**src/rtl/core/tise_queue.sv**
```systemverilog
// ----------------------------------------------------------------------------
// Two-entry queue
// Decouples producer and consumer; the head is shown while not empty.
// ----------------------------------------------------------------------------
module tise_queue #(
    parameter int W = 8
) (
    input  logic         i_clk,
    input  logic         i_rst_n,
    input  logic         i_push,
    input  logic [W-1:0] i_data,
    output logic         o_full,
    input  logic         i_pop,
    output logic [W-1:0] o_data,
    output logic         o_empty
);
    logic [W-1:0] r_mem [2];
    logic         r_wp, r_rp;
    logic [1:0]   r_cnt;
    logic         w_wr, w_rd;

    assign o_full  = (r_cnt == 2'd2);
    assign o_empty = (r_cnt == 2'd0);
    assign o_data  = r_mem[r_rp];
    assign w_wr    = i_push && !o_full;
    assign w_rd    = i_pop && !o_empty;

    // Storage needs no reset.
    always_ff @(posedge i_clk) begin
        if (w_wr) begin
            r_mem[r_wp] <= i_data;
        end
    end

    // Pointers and fill count.
    always_ff @(posedge i_clk) begin
        if (!i_rst_n) begin
            r_wp  <= 1'b0;
            r_rp  <= 1'b0;
            r_cnt <= 2'd0;
        end else begin
            if (w_wr) begin
                r_wp <= ~r_wp;
            end
            if (w_rd) begin
                r_rp <= ~r_rp;
            end
            r_cnt <= r_cnt + {1'b0, w_wr} - {1'b0, w_rd};
        end
    end

    a_no_overflow: assert property (@(posedge i_clk) disable iff (!i_rst_n)
        r_cnt != 2'd3) else $error("queue count out of range");
    a_push_counts: assert property (@(posedge i_clk) disable iff (!i_rst_n)
        (w_wr && !w_rd) |=> (r_cnt == $past(r_cnt) + 2'd1))
        else $error("queue count missed a push");
    a_pop_counts: assert property (@(posedge i_clk) disable iff (!i_rst_n)
        (w_rd && !w_wr) |=> (r_cnt == $past(r_cnt) - 2'd1))
        else $error("queue count missed a pop");
endmodule

```
**config.mk**
```make
export PLATFORM = sky130hd
export DESIGN_NAME = tise_queue
export DESIGN_NICKNAME = d
export VERILOG_FILES = /design/src/rtl/core/tise_queue.sv
export SDC_FILE = /design/constraint.sdc
export NUM_CORES = 1
export LEC_CHECK = 0
export ABC_AREA = 1
export BUFFER_PORTS_ARGS = -buffer_cell sky130_fd_sc_hd__buf_2
export CORE_ASPECT_RATIO = 1.25
export CORE_MARGIN = 5
export CORE_UTILIZATION = 53
export CTS_CLUSTER_DIAMETER = 100
export DETAILED_ROUTE_END_ITERATION = 10
export GPL_TIMING_DRIVEN = 1
export PLACE_DENSITY_LB_ADDON = 0.25
export SETUP_SLACK_MARGIN = 0.02
export SLEW_MARGIN = 40
export SYNTH_ARGS = -nofsm -noshare
export SYNTH_HDL_FRONTEND = slang
export SYNTH_SLANG_ARGS = --single-unit
```
**constraint.sdc**
```tcl
create_clock -name i_clk -period 2.3 [get_ports i_clk]
set_input_delay 0.575 -clock i_clk [delete_from_list [all_inputs] [get_ports i_clk]]
set_output_delay 0.575 -clock i_clk [all_outputs]
set_load 0.01 [all_outputs]
```
Word-level counts from Yosys, hierarchy flattened. Memory sizes are Yosys's and may differ from the RTL's. A register that Yosys moved wholly into a read port is not among the register bits. Index checks and enable logic that the tools add are counted.

Add/subtract/negate cells: 2. Multipliers: 0. Divide/modulo/power cells: 0. Magnitude comparators: 0. Eq/ne operators: 1. Shift operators: 0. Muxes and demuxes: 4. Bitwise operators: 2. Reductions and logical operators: 5.

Operator list (count): two-way mux 1 bit (4); adder 2 x 1 -> 2 bit (1); == test 2 bit (second input constant) (1); logical AND 1 bit (2); zero test 1 bit (2); zero test 2 bit (1); inverter 1 bit (2); subtractor 2 x 1 -> 2 bit (1).

Flip-flop bits (word level): 4. Latch bits: 0. Memory bits (writable): 16. ROM bits: 0. Input bits: 12. Output and inout port bits: 10. Logic and storage cells: 18. Memories: 1.

Memory list: r_mem (words 2, width 8, rd ports 1, clocked after memory_dff 1, write ports 1, line 17) `logic [W-1:0] r_mem [2];`.

Depth between registers and ports, before layout. Gate-level depths: netlist of run 1.

Depth after elaboration: 5. Depth in mapped cells: 11. Depth with buffers taken out: 11.

Worst setup path after synthesis of run 1. No wires, ideal clock.

Path type: input to register. From: in i_pop. To: reg r_cnt[1]. Library setup time: 115 ps. Arrival: 1401 ps. Required time: 2185 ps. Setup slack: 784 ps. Stages on the path: 9. Buffers on the path: 0. Path through: inv_1 > nor2_2 > ha_1 > inv_1 > ha_1 > inv_1 > nand2_1 > a21oi_1 > nor2_1.

Cells in the longest elaborated chain, start to end: 2.

RTL lines: from (decl) (line 13) `input logic i_pop,`; logical AND 1 bit (line 26) `assign w_rd = i_pop && !o_empty;`; net w_rd (line 20) `logic w_wr, w_rd;`; subtractor 2 x 1 -> 2 bit (line 48) `r_cnt <= r_cnt + {1'b0, w_wr} - {1'b0, w_rd};`; to (signal assigned) (line 48); to (decl) (line 19) `logic [1:0] r_cnt;`.

The timed path passes the listed nets, and every way through them passes these cells. A chain may end at the register's enable or synchronous reset.

==> results of run 1 <==
## power groups by stage
stage	Combinational [mW]	Clock (mW)	Sequential, mW
finish	0.349	0.165	0.542
global route	0.403	0.185	0.554
CTS	0.356	0.170	0.544
detailed placement	0.354	0	0.553
global placement	0.343	0	0.547
floorplan	0.279	0	0.522
## cells by family (layout without fill, tap and decap cells)
| kind of cell | after synthesis | after routing | synth area share, % |
|---|---|---|---|
| multiplexers | 8 | 8 | 13.9 |
| flip-flops | 21 | 21 | 67.1 |
| adder cells (fa/ha/maj) | 2 | 2 | 2.89 |
| AND/OR/NAND/NOR | 20 | 20 | 9.69 |
| AO/OA/AOI/OAI | 2 | 2 | 1.16 |
| buffers and inverters | 10 | 34 | 5.21 |
## worst paths after layout
path / from / to / cells after the start
setup / recovery: register / o_data[3] / 2
hold / removal: i_data[4] / r_mem[1][4] / 1
setup reg to reg: r_cnt[0] / r_cnt[1] / 10
hold reg to reg: r_rp / r_rp / 2
## metrics by stage
step	hold slack [ns]	total power [mW]	std cells	util [%]	area, µm²
floorplan	0.467	0.801	63	-	865
global placement	0.491	0.889	101	62.8	981
detailed placement	0.500	0.907	101	62.8	981
CTS	0.458	1.07	105	64.5	1010
global route	0.454	1.14	105	64.5	1010
finish	0.464	1.06	105	64.5	1010
## layout make-up
type | instances | area [µm²]
Clock buffer | 4 | 26.3
Sequential cell | 21 | 581
Tap cell | 18 | 22.5
Timing Repair Buffer | 21 | 105
Inverter | 9 | 33.8
Fill cell | 124 | 554
Multi-Input combinational cell | 32 | 239
## cells in the final DEF, fill, tap and decap left out
| master | n |
|---|---|
| clkbuf_1 | 1 |
| nor2_2 | 2 |
| nor2_1 | 6 |
| edfxtp_1 | 16 |
| nand3_1 | 3 |
| buf_2 | 21 |
| a21oi_1 | 2 |
| clkbuf_4 | 3 |
| mux2_4 | 8 |
| dfxtp_1 | 5 |
| inv_1 | 9 |
| ha_1 | 2 |
| nand2_1 | 9 |
## routing by layer
metal	track usage, %	wire length, µm	vias up
li1	-	-	262
met1	13.0	432	243
met2	22.9	728	15
met3	2.27	95	4
met4	9.95	29	0
met5	0	0	-
## sequential cells by signal, summed over array words and instances, names as in the netlist, named ones only
signal and count:
r_mem 16, r_rp 1, r_wp 1, r_cnt 2
==> impl.org, run 1 <==
** Status
- Run status :: completed

** GRT
- The first global-routing pass estimated 2260 µm of wire.
- Remaining global-route overflow :: 0
- Number of global-route vias before repair :: 574
- The initial antenna violation count was 0.
- Global router's overall resource usage :: 12.9%
- Largest net degree at the start of global routing :: 12

** Floorplan
- Site Rows :: 16
- Starting Density :: 55.4%
- Floorplan die width :: 46.1 µm
- Placeable Area :: 1560 µm²
- DIE HEIGHT :: 55.2 µm
- Total I/O pin count :: 22
- The die covers 2540 µm².

** CTS
- At the later pin of the worst-skew pair, clock insertion delay measures 0.29 ns.
- Number of sinks on the clock net :: 21
- H-tree depth :: 1
- Hold buffers post-CTS :: 0
- CTS tree :: yes
- Clock tree synthesis inserted a total of 3 buffers.
- CTS clock-pin slew for the worst setup and hold paths :: 0.10 ns
- Buffers added to address setup during post-CTS repair amount to 0.
- CTS placed an instance of clkbuf_4 at the clock tree root.
- In this run the deepest clock path goes through 2 buffers.
- Post-CTS repair changed the size of 0 cells.

** Pwr
- Reported net switching power :: 0.329 mW
- VDD sags by at most 0.789 mV.
- The clock network accounts for 15.6% of the total power.
- Switching part of the total power :: 31.1%
- Sequential share of power :: 51.4%
- The share of total power dissipated in combinational logic is 33.0%.
- The analysis attributes to cell leakage a power of 0.457 nW.
- For this design the ratio of total power to cell area is 1050 nW/µm².
- Internal portion of total power :: 0.727 mW

** Worst setup path
- Walking the worst path, the cells encountered are mux2_4 > buf_2.
- The worst setup path is of the reg2out kind.
- Total buffers and inverters traversed by the critical path :: 1
- In this design, the stage delay of the slowest critical-path cell is 0.64 ns.
- Slowest cell on the critical path :: dfxtp_1
- Data required, critical path :: 1.73 ns
- For flop-to-flop paths, the worst setup slack is 0.70 ns.
- Worst Setup Start Kind :: register
- The worst setup path is captured at an output pin.
- Grouping stages by cell kind, the critical path spends the most delay in flip-flops.
- Along the worst path, the maximum fanout reaches 8.
- Data arrival time of the worst path :: 1.40 ns

** Yosys
- Number of warning messages in the yosys log :: 0
- In this run, synthesis produced a sequential element count of 21.
- Sequential fraction of the synthesis area :: 67.1%
- Leading cell types by count after synthesis :: 16 x edfxtp_1, 9 x inv_1, 9 x nand2_1
- Yosys mapped the design onto 11 distinct sky130hd cell types.
- The biggest area contributor in the post-synthesis netlist is edfxtp_1.
- Cells after Synth :: 63
- Leading cell type by number of instances after synthesis :: edfxtp_1
- Of all flip-flops after synthesis, the portion carrying an async set or reset was 0%.
- The synthesized netlist occupies a cell area of 865 µm².
- Dividing the synthesized area by the synthesized cell count gives 13.7 µm².
- Syn_nets :: 77
- Of the post-synthesis cell area, the dominant cell type holds 55.6%.
- Among all flip-flop cells after synthesis, the most frequent one is edfxtp_1.
- Ranked by total cell area, the synthesized netlist is headed by edfxtp_1 56%, mux2_4 14%, dfxtp_1 12%.
- In this run, synthesis inferred 16 flip-flops with an integrated enable.

** Drt
- Wires add up to 1290 µm.
- Antenna Nets Post-Route :: 0
- The detailed router placed 524 vias in this run.
- For this run, design rule violations remaining after detail routing come to 0.
- In the routed layout, each cell is associated on average with a via count of 4.99.
- In the final routed layout, each cell accounts on average for 12.2 µm.
- Before antenna repair, the detailed router went through 2 iterations.
- Drt first-iter violations :: 3

** Timing
- Timing-limited maximum frequency :: 0.505 GHz
- The final number of hold-violating endpoints was 0.
- Number of slew-limit violations in the final report :: 0
- Max Clock Skew :: 0.00436 ns
- Final setup viols :: 0
- Setup tns final :: 0 ns
- Worst Slack Setup Final :: 0.321 ns
- Worst-margin pin slew :: 0.668 ns
- Measured against its own limit, the worst slew margin works out to 55.3%.
- Part of the cycle the worst path needs :: 86.0%
- Post-layout minimum cycle time :: 1.98 ns
- Setup repair after global routing left no endpoint under its margin.

** Finish
- The post-route netlist has 39.1% of its cells at a drive strength greater than 1.
- Net count, final :: 102
- Compared with the post-synthesis result, the final layout area differs by 16.5%.
- Antenna diode instance count :: 0

** Job
- Reported max-cap violation count :: 0

** Placed design
- The congestion estimate from routability-driven global placement came to 0.808.
- The wire-length estimate of the detail-placed layout is 1050 µm.
- Number of buffers added on ports :: 21
- Before CTS, the worst setup slack after placement is 0.599 ns.

** Worst hold path
- Path type of the worst min-delay path :: in2reg
(Power assumes the default switching activity.)
==> run 2: changes to the inputs <==
--- a/config.mk
+++ b/config.mk
@@ -9,8 +9,9 @@
 export BUFFER_PORTS_ARGS = -buffer_cell sky130_fd_sc_hd__buf_2
 export CORE_ASPECT_RATIO = 1.25
 export CORE_MARGIN = 5
-export CORE_UTILIZATION = 53
+export CORE_UTILIZATION = 45
 export CTS_CLUSTER_DIAMETER = 100
+export CTS_CLUSTER_SIZE = 8
 export DETAILED_ROUTE_END_ITERATION = 10
 export GPL_TIMING_DRIVEN = 1
 export PLACE_DENSITY_LB_ADDON = 0.25
==> constraint.sdc (replaced) <==
create_clock -name i_clk -period 1.66 [get_ports i_clk]
set_input_delay 0.415 -clock i_clk [delete_from_list [all_inputs] [get_ports i_clk]]
set_output_delay 0.415 -clock i_clk [all_outputs]
set_load 0.01 [all_outputs]
==> run 2 against run 1 <==
Critical path depth up 1. Non-clock buffer count is 2 higher. Routed wire length up 3.0%. Combinational power up 79%. Largest cell class unchanged. First-iteration DRC count is 67% higher. Sequential cell count stayed put. Register-to-register slack lost 0.53 ns. Cell count up 2.9%. Power is 50% higher.
==> impl.org, run 2 (synthesis gave the netlist of run 1 again) <==
** Status
- The run finished with clean final reports.

** Worst hold path
- In this run the worst hold path is classified as in2reg.

** Finish
- Registers with the most flip-flops :: r_mem x16, r_cnt x2
- Number of flip-flops under the largest register name :: 16
- Relative to the synthesized area, the layout overhead comes to 25.6%.
- Antenna diode instance count :: 0
- The library cell used most frequently in the layout, excluding fill and tap cells, is edfxtp_1.
- Top reg by flops :: r_mem
- For this run, the post-layout net count is 104.
- Cells with a size suffix above 1 make up 43.8% of the layout.
- Top library cells by usage in the layout, fill and taps aside :: 16 x edfxtp_1, 13 x buf_2, 9 x inv_1
- Fraction of the core area covered by cells at the end of the flow :: 60.1%

** Drt
- Across all layers, the routed design uses 523 vias.
- After detailed routing, the total wire length is 1320 µm.
- Drt first-iter violations :: 5
- Per-cell via count in the routed design :: 4.84
- The count of nets left with antenna violations once routing finished came out at 0.
- Pre-Repair DR Iteration Count :: 4
- Routed wirelength normalized by instance count :: 12.3 µm
- Number of DRC violations after detailed routing :: 0

** CTS
- CTS clock-pin slew for the worst setup and hold paths :: 0.11 ns
- CTS tree :: yes
- Inserted Clock Buffers :: 3
- Worst-skew pair later-pin latency :: 0.29 ns
- Clock tree root driver cell :: clkbuf_4
- Number of sinks on the clock net :: 21
- In this run the deepest clock path goes through 2 buffers.
- Buffer count from post-CTS setup fixing :: 0
- Hold buffers post-CTS :: 0
- In this run the number of H-tree levels came out at 1.

** GRT
- After global routing the overflow that remains totals 0.
- Number of global-route vias before repair :: 520
- Entering global routing, the biggest net connects 12 pins.
- Global routing consumed, over all layers together, 10.3% of the routing resources.
- The first global-routing pass estimated 2260 µm of wire.
- Initial antenna violation count :: 0

** Pwr
- In this run the static leakage power is 0.487 nW.
- Across the VDD grid, the largest voltage drop is 0.746 mV.
- Pwr dens :: 1460 nW/µm²

** Floorplan
- The floorplan has 17 rows.
- The initial utilization of the core area, before any placement, comes to 47.8%.
- Total Die Area :: 2900 µm²
- Total I/O pin count :: 22
- The floorplan step defined a core boundary enclosing 1810 µm².
- Measured along the y axis, the die boundary spans 59.0 µm.
- In this run the horizontal extent of the chip is 49.2 µm.

** Timing
- Setup repair after global routing could not meet its margin everywhere.
- Max Clock Skew :: 0.00652 ns
- The final number of hold-violating endpoints came to 0.
- Number of slew-limit violations in the final report :: 0
- Final setup viols :: 0
- The worst pin sits at a relative slew slack of 78.8%.
- Subtracting the final worst setup slack from the clock period gives 1.61 ns.
- Timing-limited maximum frequency :: 0.619 GHz
- Setup tns final :: 0 ns
- Worst-margin pin slew :: 0.317 ns
- Dividing the final minimum period by the clock period gives 97.3%.

** Worst setup path
- STA classifies the critical path endpoint as an output pin.
- Data required, critical path :: 1.24 ns
- Critical-path cell list :: buf_8 > mux2_4 > buf_6
- Slowest cell on the critical path :: dfxtp_2
- On the worst path, the slowest cell contributes a delay of 0.34 ns.
- Worst Setup Start Kind :: register
- The worst setup path is of the reg2out kind.
- STA puts the critical path data arrival time at 1.20 ns.
- Along the worst path, the maximum fanout reaches 8.

** Placed design
- Number of buffers added on ports :: 21
- Routability-driven placement finished with a final weighted congestion of 0.671.
- Final HPWL DP :: 1010 µm

** Job
- Max-cap violations in this run came to 0.
[run 2: cell types whose count changed in the layout (fill, tap and decap cells not counted), sizes merged]
cell	before	now
buf	21	23
[run 2: stage by stage]
stage | std cells | total power, mW | hold slack [ns] | instance area, µm² | setup WS (ns)
global placement | 104 | 1.25 | 0.487 | 997 | 0.171
floorplan | 63 | 1.11 | 0.467 | 865 | 0.232
detailed placement | 104 | 1.27 | 0.492 | 997 | 0.121
finish | 108 | 1.58 | 0.308 | 1090 | 0.0455
global route | 108 | 1.70 | 0.277 | 1090 | -0.0101
CTS | 108 | 1.57 | 0.293 | 1060 | 0.0209
[run 2: layout make-up]
| cell class | instances | area (µm²) |
|---|---|---|
| multi-input cells | 32 | 241 |
| clock buffers | 4 | 26.3 |
| flip-flops and latches | 21 | 583 |
| repair buffers | 23 | 178 |
| inverters | 9 | 33.8 |
| well taps | 19 | 23.8 |
| fillers | 144 | 722 |
[run 2: power breakdown]
part           switching, mW  internal (mW)
registers             0.0487          0.680
clock network          0.135         0.0934
logic                  0.292          0.332
[run 2: worst max-delay path, delay by kind of cell (launching register included)]
family | cells | cell delay, ns
buffers and inverters | 2 | 0.26
flip-flops | 1 | 0.34
multiplexers | 1 | 0.31
[run 2: final timing paths]
path | startpoint | endpoint | slack, ns | cells after the start
worst min register to register | r_rp | register | 0.51 | 2
worst max-delay path | register | o_data[4] | 0.05 | 3
worst min-delay path | i_data[1] | r_mem[0][1] | 0.31 | 1
worst max register to register | r_cnt[0] | r_cnt[1] | 0.17 | 10
[run 2: what timing repair did]
item / in CTS / in global routing
setup endpoints to repair: 8 / 9
resized for setup: 8 / 5
endpoints found under the hold margin: 0 / 0
[run 2: metal layers]
metal,track usage [%],share of wire (%)
met1,10.3,40
met2,18.2,52
met3,3.27,7.1
met4,6.92,1.2
met5,0,0
==> run 3: changes to the inputs <==
--- a/config.mk
+++ b/config.mk
@@ -5,11 +5,10 @@
 export SDC_FILE = /design/constraint.sdc
 export NUM_CORES = 1
 export LEC_CHECK = 0
-export ABC_AREA = 1
 export BUFFER_PORTS_ARGS = -buffer_cell sky130_fd_sc_hd__buf_2
 export CORE_ASPECT_RATIO = 1.25
 export CORE_MARGIN = 5
-export CORE_UTILIZATION = 45
+export CORE_UTILIZATION = 44
 export CTS_CLUSTER_DIAMETER = 100
 export CTS_CLUSTER_SIZE = 8
 export DETAILED_ROUTE_END_ITERATION = 10
==> run 3 against run 2 <==
Clock power down 2%. Worst setup slack improved by 0.0065 ns. Sequential power rose by 7.3%. Hold slack gained 0.0048 ns. Fmax rose by 0.41%. Die area down 3.2%. Routed wire length decreased by 8.6%. Clock-buffer cell count unchanged. Largest power group unchanged. Highest routed layer unchanged.
==> impl.org, run 3 <==
** Worst setup path
- STA classifies the critical path startpoint as a register.
- Data arrival time of the worst path :: 1.19 ns
- For flop-to-flop paths, the worst setup slack is 0.09 ns.
- STA classifies the critical path endpoint as an output pin.
- By startpoint and endpoint, the worst setup path is classified as reg2out.
- Data required, critical path :: 1.24 ns
- R2R depth :: 7
- Highest net fanout along the worst path :: 8

** Timing
- For the pin with the worst max-slew slack, the measured transition is 0.377 ns.
- Setup repair after global routing could not meet its margin everywhere.
- Max Clock Skew :: 0.000784 ns
- Setup violations remaining at the end of the flow were counted as 0.
- Final Hold Vio Count :: 0
- Setup tns final :: 0 ns
- For the finished layout, the period the worst path requires is 1.61 ns.
- Number of slew-limit violations in the final report :: 0
- Measured against its own limit, the worst slew margin works out to 74.9%.
- Timing-limited maximum frequency :: 0.622 GHz
- After layout, the worst path uses 96.9% of the clock period.

** Yosys
- Cells taking the most area after synthesis :: edfxtp_1 59%, dfxtp_1 12%, mux2_2 11%
- The largest total area in the synthesized netlist belongs to edfxtp_1.
- Cells after Synth :: 52
- After synthesis, the largest area contributor takes up 59.2% of total cell area.
- In the synthesized netlist the async set-or-reset flop fraction comes to 0%.
- Leading cell types by count after synthesis :: 16 x edfxtp_1, 8 x mux2_2, 5 x dfxtp_1, 5 x nor2_1, 3 x inv_1
- Compound-Gate Fraction of Synth Area :: 1.08%
- Count of unique library cells instantiated by Yosys :: 17
- Syn_area_per_cell :: 15.6 µm²
- During synthesis, Yosys emitted a total of 0 warnings.
- Summing the areas of all fa, ha and maj instances in the mapped netlist gives 3.08% of the synthesized area.
- In this run the cell area of the synthesized design comes to 812 µm².
- Among all cell types in the netlist, the one instantiated most often is edfxtp_1.
- Multiplexer share of the synthesized area :: 12.3%
- After Yosys synthesis, and, or, nand and nor cells account for 7.86% of the synthesized area.
- Summing the sequential cell areas from Yosys gives 71.5% of the chip area.
- Syn_nets :: 66
- Xor and xnor area share after synthesis :: 2.16%
- Post-synthesis register bit count :: 21
- The most used flip-flop cell after synthesis is edfxtp_1.
- After synthesis, the largest family of logic cells by area is multiplexers.
- In this run, synthesis inferred 16 flip-flops with an integrated enable.

** GRT
- Number of global-route vias before repair :: 481
- The initial antenna violation count was 0.
- Global routing met3 resource utilization :: 2.57%
- Met2 layer usage reported by global route :: 17.5%
- Largest net degree at the start of global routing :: 12
- Global-route wire length before repair :: 2060 µm
- The layer flagged by global routing as most heavily used is met2.
- Across every metal layer, demand over resource in global routing totals 9.57%.
- Remaining global-route overflow :: 0
- For met1 alone, demand over resource in global routing was 9.39%.

** CTS
- Buffer count from post-CTS setup fixing :: 0
- CTS clock-pin slew for the worst setup and hold paths :: 0.10 ns
- Number of sinks on the clock net :: 21
- Clock tree root driver cell :: clkbuf_4
- TritonCTS created 3 clock buffers.
- The longest clock path from root to sink contains 2 buffers.
- CTS built an H-tree with a depth of 1.
- The clock reaches the later pin of the worst-skew pair after 0.28 ns.
- TritonCTS built the clock tree.

** Floorplan
- The die covers 2810 µm².
- After floorplanning, the core was divided into 17 placement rows.
- The initial utilization of the core area, before any placement, comes to 46.0%.
- Floorplan die width :: 48.4 µm
- From bottom edge to top edge, the die measures 58.0 µm.
- The core region is 1770 µm².
- 22 I/O pins were placed.

** Drt
- After detailed routing, the number of remaining DRC violations is 0.
- Per-cell via count in the routed design :: 4.84
- The routed design has 1210 µm of wire.
- In the final routed layout, each cell accounts on average for 12.5 µm.
- Drt first-iter violations :: 7
- The count of nets left with antenna violations once routing finished came out at 0.
- Routed vias :: 469
- Pre-Repair DR Iteration Count :: 3

** Worst hold path
- Path type of the worst min-delay path :: in2reg
- Hold path depth :: 1

** Finish
- The library cell used most frequently in the layout, excluding fill and tap cells, is buf_2.
- From synthesis to final layout, the design area changed by 24.0%.
- Net count, final :: 93
- Number of flip-flops under the largest register name :: 16
- Registers with the most flip-flops :: r_mem x16, r_cnt x2
- The number of antenna diodes in the final layout is 0.
- Top reg by flops :: r_mem
- Of the cells placed in the final design, the portion with a size suffix greater than 1 is 53.8%.
- Top library cells by usage in the layout, fill and taps aside :: 21 x buf_2, 16 x edfxtp_1, 8 x mux2_2, 5 x nor2_1

** Placed design
- RePlAce Congestion :: 0.670
- During placement, the flow inserted port buffers numbering 21.
- The wire-length estimate of the detail-placed layout is 922 µm.

** Status
- Run status :: completed

** Pwr
- IR Drop Worst-Case VDD :: 0.718 mV
- Overall power consumption after layout is estimated at 1.49 mW.
- Lkg Pwr :: 0.423 nW
- Power spread over the standard cell area amounts to 1480 nW/µm².

** Job
- The tool flagged a number of max-cap violations equal to 0.
## run 3: cell types whose count changed after synthesis, moves of 3 or more
| cell | delta |
|---|---|
| mux2_4 | -8 |
| mux2_2 | +8 |
| nand3_1 | -3 |
| inv_1 | -6 |
| nand2_1 | -7 |
## run 3: layout make-up
type                       count  area (µm²)
sequential                    21         589
tap                           19        23.8
clock buffer                   4        26.3
fill                         150         758
timing repair buffer          23         120
multi-input combinational     27         236
inverter                       3        11.3
## run 3: layer usage
layer | vias up | wire length, µm | part of all wire, %
li1 | 235 | - | -
met1 | 221 | 472 | 39
met2 | 11 | 665 | 55
met3 | 2 | 57 | 4.7
met4 | 0 | 14 | 1.2
met5 | - | 0 | 0
## run 3: cell families (layout without fill, tap and decap cells)
family	count (synthesis)	in the layout
AOI/OAI and AO/OA	1	1
DFF	21	21
buffers and inverters	4	30
and+or+nand+nor	13	13
muxes	9	9
xor gates and xnor gates	2	2
adders and majority gates	2	2
## run 3: timing repair
action                                  4_1_cts  5_1_grt
endpoints found under the setup margin        8        9
gates resized for setup                       2        7
pin swaps                                     0        0
hold buffers                                  0        0
## run 3: critical path, stage by stage, from the launching register on
cell     delay [ns]
dfxtp_4        0.42
mux2_2         0.35
buf_2          0.14
## run 3: report_power, final
part           switching [mW]  leakage, nW  internal, mW
logic                   0.222        0.215         0.262
clock network           0.131       0.0150        0.0932
registers              0.0802        0.192         0.702
## run 3: final timing paths
| path | from | end |
|---|---|---|
| min | i_data[1] | r_mem[1][1] |
| max | register | o_data[5] |
| max reg2reg | r_cnt[1] | r_cnt[1] |
| min reg2reg | r_wp | r_wp |
## run 3: metrics by stage
step	hold slack [ns]	cells	cell area (µm²)	utilization (%)	setup slack (ns)
after floorplan	0.455	52	812	-	0.115
after global placement	0.466	93	951	53.9	0.0277
after detailed placement	0.478	93	951	53.9	0.0189
after CTS	0.301	97	981	55.6	0.0209
after global routing	0.284	97	1010	57.1	-0.0117
final	0.313	97	1010	57.1	0.0520
